## src/hw/rtl/pott_pkg.sv

```systemverilog
`default_nettype none
package pott_pkg;

  localparam int PERIODIC_SLOTS = 16;
  localparam int ONESHOT_SLOTS = 16;
  localparam int ID_BITS = 8;
  localparam int MAX_RESULTS = 32;
  localparam int QDEPTH = 2;

  typedef enum logic [2:0] {
    OP_TICK  = 3'd0,
    OP_ADD_P = 3'd1,
    OP_ADD_O = 3'd2,
    OP_DEL_P = 3'd3,
    OP_DEL_O = 3'd4
  } op_t;

  typedef enum logic [1:0] {
    KIND_STATUS   = 2'd0,
    KIND_PERIODIC = 2'd1,
    KIND_ONESHOT  = 2'd2
  } kind_t;

  typedef enum logic [2:0] {
    ST_OK        = 3'd0,
    ST_DUP       = 3'd1,
    ST_NOT_FOUND = 3'd2,
    ST_FULL      = 3'd3,
    ST_ZERO      = 3'd4
  } status_t;

  typedef struct packed {
    op_t         op;
    logic [7:0]  id;
    logic [31:0] ival;
    logic [31:0] now;
  } cmd_t;

endpackage
`default_nettype wire

```

## src/hw/rtl/pott_front.sv

```systemverilog
`default_nettype none
module pott_front (
  input  wire logic              clk,
  input  wire logic              rst,
  input  wire logic              item_valid,
  output logic                   item_ready,
  input  wire logic [2:0]        opcode,
  input  wire logic [7:0]        timer_id,
  input  wire logic [31:0]       interval_seconds,
  input  wire logic [31:0]       now_seconds,
  output logic                   push_valid,
  input  wire logic              push_ready,
  output pott_pkg::cmd_t         push_cmd
);

  logic           fv;
  pott_pkg::cmd_t fcmd;
  logic           known;

  // opcodes past delete one-shot are accepted and dropped
  assign known = (opcode == pott_pkg::OP_TICK) || (opcode == pott_pkg::OP_ADD_P) ||
                 (opcode == pott_pkg::OP_ADD_O) || (opcode == pott_pkg::OP_DEL_P) ||
                 (opcode == pott_pkg::OP_DEL_O);

  assign item_ready = !fv || push_ready;
  assign push_valid = fv;
  assign push_cmd   = fcmd;

  always_ff @(posedge clk) begin
    if (rst) begin
      fv <= 1'b0;
    end else if (item_valid && item_ready) begin
      fv <= known;
      fcmd.op   <= pott_pkg::op_t'(opcode);
      fcmd.id   <= timer_id;
      fcmd.ival <= interval_seconds;
      fcmd.now  <= now_seconds;
    end else if (push_ready) begin
      fv <= 1'b0;
    end
  end

endmodule
`default_nettype wire

```

## src/hw/rtl/pott_queue.sv

```systemverilog
`default_nettype none
module pott_queue (
  input  wire logic           clk,
  input  wire logic           rst,
  input  wire logic           wr_valid,
  output logic                wr_ready,
  input  pott_pkg::cmd_t      wr_cmd,
  output logic                rd_valid,
  input  wire logic           rd_ready,
  output pott_pkg::cmd_t      rd_cmd
);

  localparam int D  = pott_pkg::QDEPTH;
  localparam int AW = (D > 1) ? $clog2(D) : 1;
  localparam int CW = $clog2(D + 1);

  pott_pkg::cmd_t mem [D];
  logic [AW-1:0]  wp;
  logic [AW-1:0]  rp;
  logic [CW-1:0]  cnt;
  logic           do_wr;
  logic           do_rd;

  assign wr_ready = (cnt != CW'(D));
  assign rd_valid = (cnt != '0);
  assign rd_cmd   = mem[rp];
  assign do_wr    = wr_valid && wr_ready;
  assign do_rd    = rd_valid && rd_ready;

  always_ff @(posedge clk) begin
    if (rst) begin
      wp  <= '0;
      rp  <= '0;
      cnt <= '0;
    end else begin
      if (do_wr) begin
        mem[wp] <= wr_cmd;
        wp <= (wp == AW'(D - 1)) ? '0 : wp + 1'b1;
      end
      if (do_rd) begin
        rp <= (rp == AW'(D - 1)) ? '0 : rp + 1'b1;
      end
      if (do_wr && !do_rd) begin
        cnt <= cnt + 1'b1;
      end else if (do_rd && !do_wr) begin
        cnt <= cnt - 1'b1;
      end
    end
  end

endmodule
`default_nettype wire

```

## src/hw/rtl/pott_back.sv

```systemverilog
`default_nettype none
module pott_back #(
  parameter int PERIODIC_SLOTS = pott_pkg::PERIODIC_SLOTS,
  parameter int ONESHOT_SLOTS  = pott_pkg::ONESHOT_SLOTS,
  parameter int ID_BITS        = pott_pkg::ID_BITS
) (
  input  wire logic           clk,
  input  wire logic           rst,
  input  wire logic           cmd_valid,
  output logic                cmd_ready,
  input  pott_pkg::cmd_t      cmd,
  output logic                result_valid,
  input  wire logic           result_ready,
  output logic [1:0]          result_kind,
  output logic [7:0]          fired_id,
  output logic [2:0]          status,
  output logic [31:0]         fire_second,
  output logic                last
);

  localparam int P  = PERIODIC_SLOTS;
  localparam int O  = ONESHOT_SLOTS;
  localparam int PW = (P > 1) ? $clog2(P) : 1;
  localparam int OW = (O > 1) ? $clog2(O) : 1;
  localparam int SW = (PW > OW) ? PW : OW;
  localparam int NW = $clog2(pott_pkg::MAX_RESULTS + 1);

  typedef enum logic [3:0] {
    S_IDLE, S_START, S_ADD, S_ADD_DONE, S_DEL, S_STATUS,
    S_DIV, S_PSEL, S_PPICK, S_OSEL, S_OPICK, S_FLUSH
  } state_t;

  state_t state;

  logic [P-1:0]       p_valid;
  logic [31:0]        p_key [P];
  logic [ID_BITS-1:0] p_own [P];
  logic [P-1:0]       p_hit;
  logic [O-1:0]       o_valid;
  logic [31:0]        o_key [O];
  logic [ID_BITS-1:0] o_own [O];

  logic [31:0]        cur_sec;
  pott_pkg::op_t      c_op;
  logic [ID_BITS-1:0] c_id;
  logic [31:0]        c_key;
  logic [31:0]        c_now;
  logic               c_osel;
  logic               flag;
  logic               free_v;
  logic [SW-1:0]      free_i;
  logic [SW-1:0]      slot;
  logic [4:0]         bitn;
  logic [31:0]        rem;
  logic               best_v;
  logic [SW-1:0]      best_i;
  logic [31:0]        best_key;
  logic [ID_BITS-1:0] best_own;
  logic               pend_v;
  pott_pkg::kind_t    pend_kind;
  logic [ID_BITS-1:0] pend_own;
  logic [NW-1:0]      n;
  pott_pkg::status_t  st;
  logic               out_v;

  logic [PW-1:0]      pidx;
  logic [OW-1:0]      oidx;
  logic               s_v;
  logic [31:0]        s_key;
  logic [ID_BITS-1:0] s_own;
  logic               s_last;
  logic [32:0]        rem_sh;
  logic [32:0]        rem_nx;
  logic               can_load;
  logic               better;

  assign pidx     = slot[PW-1:0];
  assign oidx     = slot[OW-1:0];
  assign s_v      = c_osel ? o_valid[oidx] : p_valid[pidx];
  assign s_key    = c_osel ? o_key[oidx] : p_key[pidx];
  assign s_own    = c_osel ? o_own[oidx] : p_own[pidx];
  assign s_last   = c_osel ? (slot == SW'(O - 1)) : (slot == SW'(P - 1));
  assign rem_sh   = {rem, c_now[bitn]};
  assign rem_nx   = (rem_sh >= {1'b0, s_key}) ? rem_sh - {1'b0, s_key} : rem_sh;
  assign can_load = !out_v || result_ready;
  assign better   = !best_v || ({s_key, s_own} < {best_key, best_own});
  assign cmd_ready    = (state == S_IDLE);
  assign result_valid = out_v;

  always_ff @(posedge clk) begin
    if (rst) begin
      state   <= S_IDLE;
      p_valid <= '0;
      o_valid <= '0;
      cur_sec <= '0;
      out_v   <= 1'b0;
      pend_v  <= 1'b0;
    end else begin
      if (out_v && result_ready) begin
        out_v <= 1'b0;
      end
      case (state)
        S_IDLE: begin
          if (cmd_valid) begin
            c_op  <= cmd.op;
            c_id  <= ID_BITS'({{16{1'b0}}, cmd.id});
            c_key <= cmd.ival;
            c_now <= cmd.now;
            state <= S_START;
          end
        end
        S_START: begin
          slot   <= '0;
          flag   <= 1'b0;
          free_v <= 1'b0;
          c_osel <= (c_op == pott_pkg::OP_ADD_O) || (c_op == pott_pkg::OP_DEL_O);
          case (c_op)
            pott_pkg::OP_TICK: begin
              if (c_now == cur_sec) begin
                state <= S_IDLE;
              end else begin
                cur_sec <= c_now;
                n       <= '0;
                pend_v  <= 1'b0;
                bitn    <= 5'd31;
                rem     <= '0;
                p_hit   <= '0;
                state   <= S_DIV;
              end
            end
            pott_pkg::OP_ADD_P: begin
              if (c_key == '0) begin
                st    <= pott_pkg::ST_ZERO;
                state <= S_STATUS;
              end else begin
                state <= S_ADD;
              end
            end
            pott_pkg::OP_ADD_O: begin
              c_key <= cur_sec + c_key;
              state <= S_ADD;
            end
            default: begin
              state <= S_DEL;
            end
          endcase
        end
        S_ADD: begin
          if (s_v && s_key == c_key && s_own == c_id) begin
            flag <= 1'b1;
          end else if (!s_v && !free_v) begin
            free_v <= 1'b1;
            free_i <= slot;
          end
          if (s_last) begin
            state <= S_ADD_DONE;
          end else begin
            slot <= slot + 1'b1;
          end
        end
        S_ADD_DONE: begin
          if (flag) begin
            st <= pott_pkg::ST_DUP;
          end else if (!free_v) begin
            st <= pott_pkg::ST_FULL;
          end else begin
            st <= pott_pkg::ST_OK;
            if (c_osel) begin
              o_valid[free_i[OW-1:0]] <= 1'b1;
              o_key[free_i[OW-1:0]]   <= c_key;
              o_own[free_i[OW-1:0]]   <= c_id;
            end else begin
              p_valid[free_i[PW-1:0]] <= 1'b1;
              p_key[free_i[PW-1:0]]   <= c_key;
              p_own[free_i[PW-1:0]]   <= c_id;
            end
          end
          state <= S_STATUS;
        end
        S_DEL: begin
          if (s_v && s_own == c_id) begin
            flag <= 1'b1;
            if (c_osel) begin
              o_valid[oidx] <= 1'b0;
            end else begin
              p_valid[pidx] <= 1'b0;
            end
          end
          if (s_last) begin
            st    <= (flag || (s_v && s_own == c_id)) ? pott_pkg::ST_OK
                                                       : pott_pkg::ST_NOT_FOUND;
            state <= S_STATUS;
          end else begin
            slot <= slot + 1'b1;
          end
        end
        S_STATUS: begin
          if (can_load) begin
            out_v       <= 1'b1;
            result_kind <= pott_pkg::KIND_STATUS;
            fired_id    <= 8'({{8{1'b0}}, c_id});
            status      <= st;
            fire_second <= '0;
            last        <= 1'b1;
            state       <= S_IDLE;
          end
        end
        // bit-serial remainder of the new second by each period
        S_DIV: begin
          if (!s_v || s_key == '0 || bitn == 5'd0) begin
            p_hit[pidx] <= s_v && (s_key != '0) && (rem_nx == '0);
            rem  <= '0;
            bitn <= 5'd31;
            best_v <= 1'b0;
            if (s_last) begin
              slot  <= '0;
              state <= S_PSEL;
            end else begin
              slot <= slot + 1'b1;
            end
          end else begin
            rem  <= rem_nx[31:0];
            bitn <= bitn - 1'b1;
          end
        end
        S_PSEL: begin
          if (p_hit[pidx] && better) begin
            best_v   <= 1'b1;
            best_i   <= slot;
            best_key <= s_key;
            best_own <= s_own;
          end
          if (s_last) begin
            state <= S_PPICK;
          end else begin
            slot <= slot + 1'b1;
          end
        end
        S_PPICK: begin
          slot <= '0;
          if (!best_v || n == NW'(pott_pkg::MAX_RESULTS)) begin
            best_v <= 1'b0;
            c_osel <= 1'b1;
            state  <= S_OSEL;
          end else if (!pend_v || can_load) begin
            if (pend_v) begin
              out_v       <= 1'b1;
              result_kind <= pend_kind;
              fired_id    <= 8'({{8{1'b0}}, pend_own});
              status      <= pott_pkg::ST_OK;
              fire_second <= cur_sec;
              last        <= 1'b0;
            end
            pend_v    <= 1'b1;
            pend_kind <= pott_pkg::KIND_PERIODIC;
            pend_own  <= best_own;
            n         <= n + 1'b1;
            p_hit[best_i[PW-1:0]] <= 1'b0;
            best_v    <= 1'b0;
            state     <= S_PSEL;
          end
        end
        S_OSEL: begin
          if (s_v && s_key <= c_now && better) begin
            best_v   <= 1'b1;
            best_i   <= slot;
            best_key <= s_key;
            best_own <= s_own;
          end
          if (s_last) begin
            state <= S_OPICK;
          end else begin
            slot <= slot + 1'b1;
          end
        end
        S_OPICK: begin
          slot <= '0;
          if (!best_v || n == NW'(pott_pkg::MAX_RESULTS)) begin
            state <= S_FLUSH;
          end else if (!pend_v || can_load) begin
            if (pend_v) begin
              out_v       <= 1'b1;
              result_kind <= pend_kind;
              fired_id    <= 8'({{8{1'b0}}, pend_own});
              status      <= pott_pkg::ST_OK;
              fire_second <= cur_sec;
              last        <= 1'b0;
            end
            pend_v    <= 1'b1;
            pend_kind <= pott_pkg::KIND_ONESHOT;
            pend_own  <= best_own;
            n         <= n + 1'b1;
            o_valid[best_i[OW-1:0]] <= 1'b0;
            best_v    <= 1'b0;
            state     <= S_OSEL;
          end
        end
        S_FLUSH: begin
          if (!pend_v) begin
            state <= S_IDLE;
          end else if (can_load) begin
            out_v       <= 1'b1;
            result_kind <= pend_kind;
            fired_id    <= 8'({{8{1'b0}}, pend_own});
            status      <= pott_pkg::ST_OK;
            fire_second <= cur_sec;
            last        <= 1'b1;
            pend_v      <= 1'b0;
            state       <= S_IDLE;
          end
        end
        default: begin
          state <= S_IDLE;
        end
      endcase
    end
  end

endmodule
`default_nettype wire

```

## src/hw/rtl/periodic_and_oneshot_timer_table_unit.sv

```systemverilog
`default_nettype none
// Timer table with a periodic and a one-shot table. A registered front stage takes commands
// and drops unknown opcodes, a two-entry queue feeds the back end, and the back end runs
// one command at a time over the tables, one slot per cycle in its add, delete and selection
// scans. Add and delete give one status beat. A tick that changes the second runs each
// valid periodic slot through the bit-serial remainder unit, then repeats an ordered
// selection scan of each table for each fire. Results leave through an output register;
// the tables start empty at reset.
module periodic_and_oneshot_timer_table_unit #(
  parameter int PERIODIC_SLOTS = pott_pkg::PERIODIC_SLOTS,
  parameter int ONESHOT_SLOTS  = pott_pkg::ONESHOT_SLOTS,
  parameter int ID_BITS        = pott_pkg::ID_BITS
) (
  input  wire logic        clk,
  input  wire logic        rst,
  input  wire logic        item_valid,
  output logic             item_ready,
  input  wire logic [2:0]  opcode,
  input  wire logic [7:0]  timer_id,
  input  wire logic [31:0] interval_seconds,
  input  wire logic [31:0] now_seconds,
  output logic             result_valid,
  input  wire logic        result_ready,
  output logic [1:0]       result_kind,
  output logic [7:0]       fired_id,
  output logic [2:0]       status,
  output logic [31:0]      fire_second,
  output logic             last
);

  logic           f_valid;
  logic           f_ready;
  pott_pkg::cmd_t f_cmd;
  logic           q_valid;
  logic           q_ready;
  pott_pkg::cmd_t q_cmd;

  pott_front u_front (
    .clk, .rst, .item_valid, .item_ready, .opcode, .timer_id,
    .interval_seconds, .now_seconds,
    .push_valid(f_valid), .push_ready(f_ready), .push_cmd(f_cmd)
  );

  pott_queue u_queue (
    .clk, .rst,
    .wr_valid(f_valid), .wr_ready(f_ready), .wr_cmd(f_cmd),
    .rd_valid(q_valid), .rd_ready(q_ready), .rd_cmd(q_cmd)
  );

  pott_back #(
    .PERIODIC_SLOTS(PERIODIC_SLOTS),
    .ONESHOT_SLOTS(ONESHOT_SLOTS),
    .ID_BITS(ID_BITS)
  ) u_back (
    .clk, .rst,
    .cmd_valid(q_valid), .cmd_ready(q_ready), .cmd(q_cmd),
    .result_valid, .result_ready, .result_kind, .fired_id, .status,
    .fire_second, .last
  );

endmodule
`default_nettype wire

```

## config.mk

```make
export PLATFORM = sky130hd
export DESIGN_NAME = periodic_and_oneshot_timer_table_unit
export DESIGN_NICKNAME = d
export VERILOG_FILES = /design/src/hw/rtl/pott_pkg.sv /design/src/hw/rtl/pott_front.sv /design/src/hw/rtl/pott_queue.sv /design/src/hw/rtl/pott_back.sv /design/src/hw/rtl/periodic_and_oneshot_timer_table_unit.sv
export SDC_FILE = /design/constraint.sdc
export NUM_CORES = 2
export LEC_CHECK = 0
export BUFFER_PORTS_ARGS = -buffer_cell sky130_fd_sc_hd__buf_2
export CAP_MARGIN = 15
export CORE_MARGIN = 4
export CORE_UTILIZATION = 55
export CTS_BUF_LIST = sky130_fd_sc_hd__clkbuf_8
export CTS_CLUSTER_SIZE = 25
export DETAILED_ROUTE_END_ITERATION = 6
export MAX_ROUTING_LAYER = met4
export PLACE_DENSITY_LB_ADDON = 0.15
export SYNTH_ARGS = -nofsm -noshare
export SYNTH_HDL_FRONTEND = slang
export SYNTH_SLANG_ARGS = --single-unit
```

## constraint.sdc

```tcl
create_clock -name clk -period 10.4 [get_ports clk]
set_input_delay 0.52 -clock clk [delete_from_list [all_inputs] [get_ports clk]]
set_output_delay 0.52 -clock clk [all_outputs]
set_load 0.05 [all_outputs]
```

==> out/metrics.csv <==
metric,value,unit
cp_top_family,simple AND/OR/NAND/NOR gates,
start_util,55.4,%
io_pins,127,
avgSynthCellArea,16.4,um^2
max_freq,134,MHz
powerDensity,267,nW/um^2
path_cells,"buf_4, buf_4, mux4_2, a22oi_1, nand4_1, buf_4, inv_1, ha_1, nand3_1, nor4_1, nor3b_1, nand3_1, nand3_1, buf_4, o211ai_1, xnor2_1, nor4b_1, nand4_1, o21ai_0",
die-height,383,um
p_leak,30.0,nW
htreeDepth,5,
cts_tree,yes,
antenna_found_initial,7,
fin_ws,2.93,ns
clk_pin_slew,0.06,ns
grt_pass1_wl,314000,um
cts_setup_buffers,0,
synth_ff_type,edfxtp_1,
synth_seq_area_share,70.2,%
dp.cells,6605,
syn_nets,4929,
synth_edf_count,1754,
met1Wirelength,90500,um
wl,218000,um
routabilityCongestion,0.960,
yosysWarnings,0,
hp-class,primary input to register,
wl_per_cell,30.2,um
dp_hpwl,130000,um
area_growth,12.4,%
synth_common_cells,"edfxtp_1 (1754), nor2_1 (288), mux4_2 (268), mux2i_1 (256), a21oi_1 (203)",
globalRouteTotalUtil,30.6,%
async_flop_share,0,%
cts_buffers,314,
synth_cells,4706,
drc,0,
worst_slew_pin_slew,1.25,ns
crit_fanout,51,
drt-pass1-iter-count,6,
synth_cell_types,76,
critPathKind,register to register,
crit_slowest_cell,buf_4,
utilization,62.2,%
rows,137,
yosys.area_share.adder,2.35,%
crit_buf_inv,5,
synth_xor_area_share,1.51,%
ir_drop,136,uV
grt_max_degree,105,
yosys.area.top_type,edfxtp_1,
grt-ovfl-total,0,
nNetsFinal,5351,
fp.dieW,383,um
yosys.area_share.simple,5.82,%
synth_most_common_cell,edfxtp_1,
cts_sinks,1834,
crit_top_cell,buf_4,
clock_skew,0.0686,ns
max_stage_delay,0.79,ns
ys_ff_latch,1834,
crit_path_end_kind,register,
clk_path_buf_depth,4,
dr_wl_met2,101000,um
clk_latency,1.02,ns
grt_pass1_vias,44800,
cap_viol_max_count,0,
final_layout_size_suffix_gt1_share,19.7,%
setup_viol,0,
drt_iter0_markers,5504,
vias,45600,
slew_viol_final,0,
cts_root_buffer,clkbuf_8,
ant_nets,0,
syn-cell-area,77300,um^2
dieArea,147000,um^2
crit_required,11.21,ns
place_ws,2.95,ns
met3_length,19900,um
netlist.area_leader.share,68.2,%
finalHoldViolations,0,
fin_cells,7213,
period_share,71.8,%
routed_via_density,6.33,
yosys-top-cells-area,"edfxtp_1 (68%), mux4_2 (7.8%), mux2i_1 (3.3%)",
route.top_layer_used,met4,
worstPathArrival,8.27,ns
grt_setup_unrepaired,false,
core,140000,um^2
io_buffers,126,
min_period,7.47,ns
start_kind,register,
relSlewSlack,16.4,%
synth_top_family_by_area,multiplexers,
synth_mux_area_share,12.1,%
synth_compound_area_share,5.89,%
tns,0,ns
status,finished clean,
cts-resized-gates,0,
==> sequential cells by signal (all words and copies together), names as in the netlist, 32 cells and up, named ones only <==
signal	flops
u_back.p_own	128
u_back.o_own	128
u_back.best_key	32
u_back.cur_sec	32
u_back.c_key	32
u_back.c_now	32
u_front.push_cmd	75
u_back.rem	32
u_back.fire_second	32
u_back.o_key	512
u_queue.mem	150
u_back.p_key	512
==> final cells by class <==
cell class	count	area [um^2]
flip-flops and latches	1834	54300
clock inverters	199	941
multi-input cells	2495	21700
repair buffers	341	2570
fillers	10200	52700
well taps	1876	2350
diodes	4	10.0
clock buffers	322	4430
inverters	142	533
==> power breakdown <==
part | internal, mW | total (mW) | switching [mW]
combinational | 3.00 | 8.31 | 5.30
clock | 2.95 | 5.76 | 2.81
sequential | 8.81 | 9.12 | 0.313
==> cells in the final DEF, fill, tap and decap left out, types with 10 or more instances in the layout <==
master,count
ha_1,142
nand3_1,92
o22ai_1,18
o21a_1,15
nor2b_1,46
buf_2,126
clkbuf_8,322
nor2_1,252
o31ai_1,10
o211ai_1,14
o21ai_0,136
nand2b_1,37
nor3_1,42
nor2_4,34
a22oi_1,115
edfxtp_1,1754
dlygate4sd3_1,78
mux4_2,268
inv_1,240
a21oi_1,202
nand4_1,61
a211oi_1,36
dfxtp_1,75
mux2i_1,256
buf_4,129
a31oi_1,13
clkinv_1,58
and3_1,49
nor4_1,46
nand2_1,196
or3_1,16
a2111oi_2,14
a21o_1,43
mux2_2,65
xor2_1,72
xnor2_1,61
clkinv_2,24
a221oi_1,11
==> timing repair <==
action                                 CTS  global route
setup endpoints to repair                0             0
hold buffers                            78             0
endpoints found under the hold margin  113             0
==> worst reg2reg max path: cells and delay by family (launching register included) <==
kind,cells,cell delay (ns)
buf+inv,5,2.35
mux,1,0.59
flops,1,0.62
xor+xnor,1,0.16
simple gates,8,2.46
compound gates,3,0.77
fa+ha+maj,1,0.31
==> final timing paths <==
check                         end                  from  cells past startpoint  slack, ns
min reg2reg    u_queue.mem[1][28]  u_front.push_cmd[28]                      0       0.44
max reg2reg      u_back.p_hit[14]              register                     19       2.93
min          u_front.push_cmd[51]  interval_seconds[19]                      2       0.21
max              u_back.p_hit[14]              register                     19       2.93
==> metal layers <==
| layer | GRT usage (%) | vias up |
|---|---|---|
| met5 | - | - |
| met4 | 9.84 | 0 |
| met3 | 5.87 | 394 |
| met2 | 45.4 | 2409 |
| met1 | 43.4 | 23400 |
| li1 | - | 19400 |
==> stage by stage <==
step           total power, mW  instance area (um^2)  hold slack [ns]
2_1_floorplan             14.6                 77300            0.421
5_1_grt                   24.3                 86800            0.160
3_3_place_gp              17.4                 80600            0.423
3_5_place_dp              17.4                 80600            0.430
6_report                  23.2                 86800            0.206
4_1_cts                   23.2                 86700            0.111
==> kinds of logic after synthesis <==
logic type | count (synthesis)
DFF | 1834
xor gates and xnor gates | 133
adders and majority gates | 144
and+or+nand+nor | 930
muxes | 590
AOI/OAI and AO/OA | 698
buffers and inverters | 377
(Power assumes the default switching activity.)
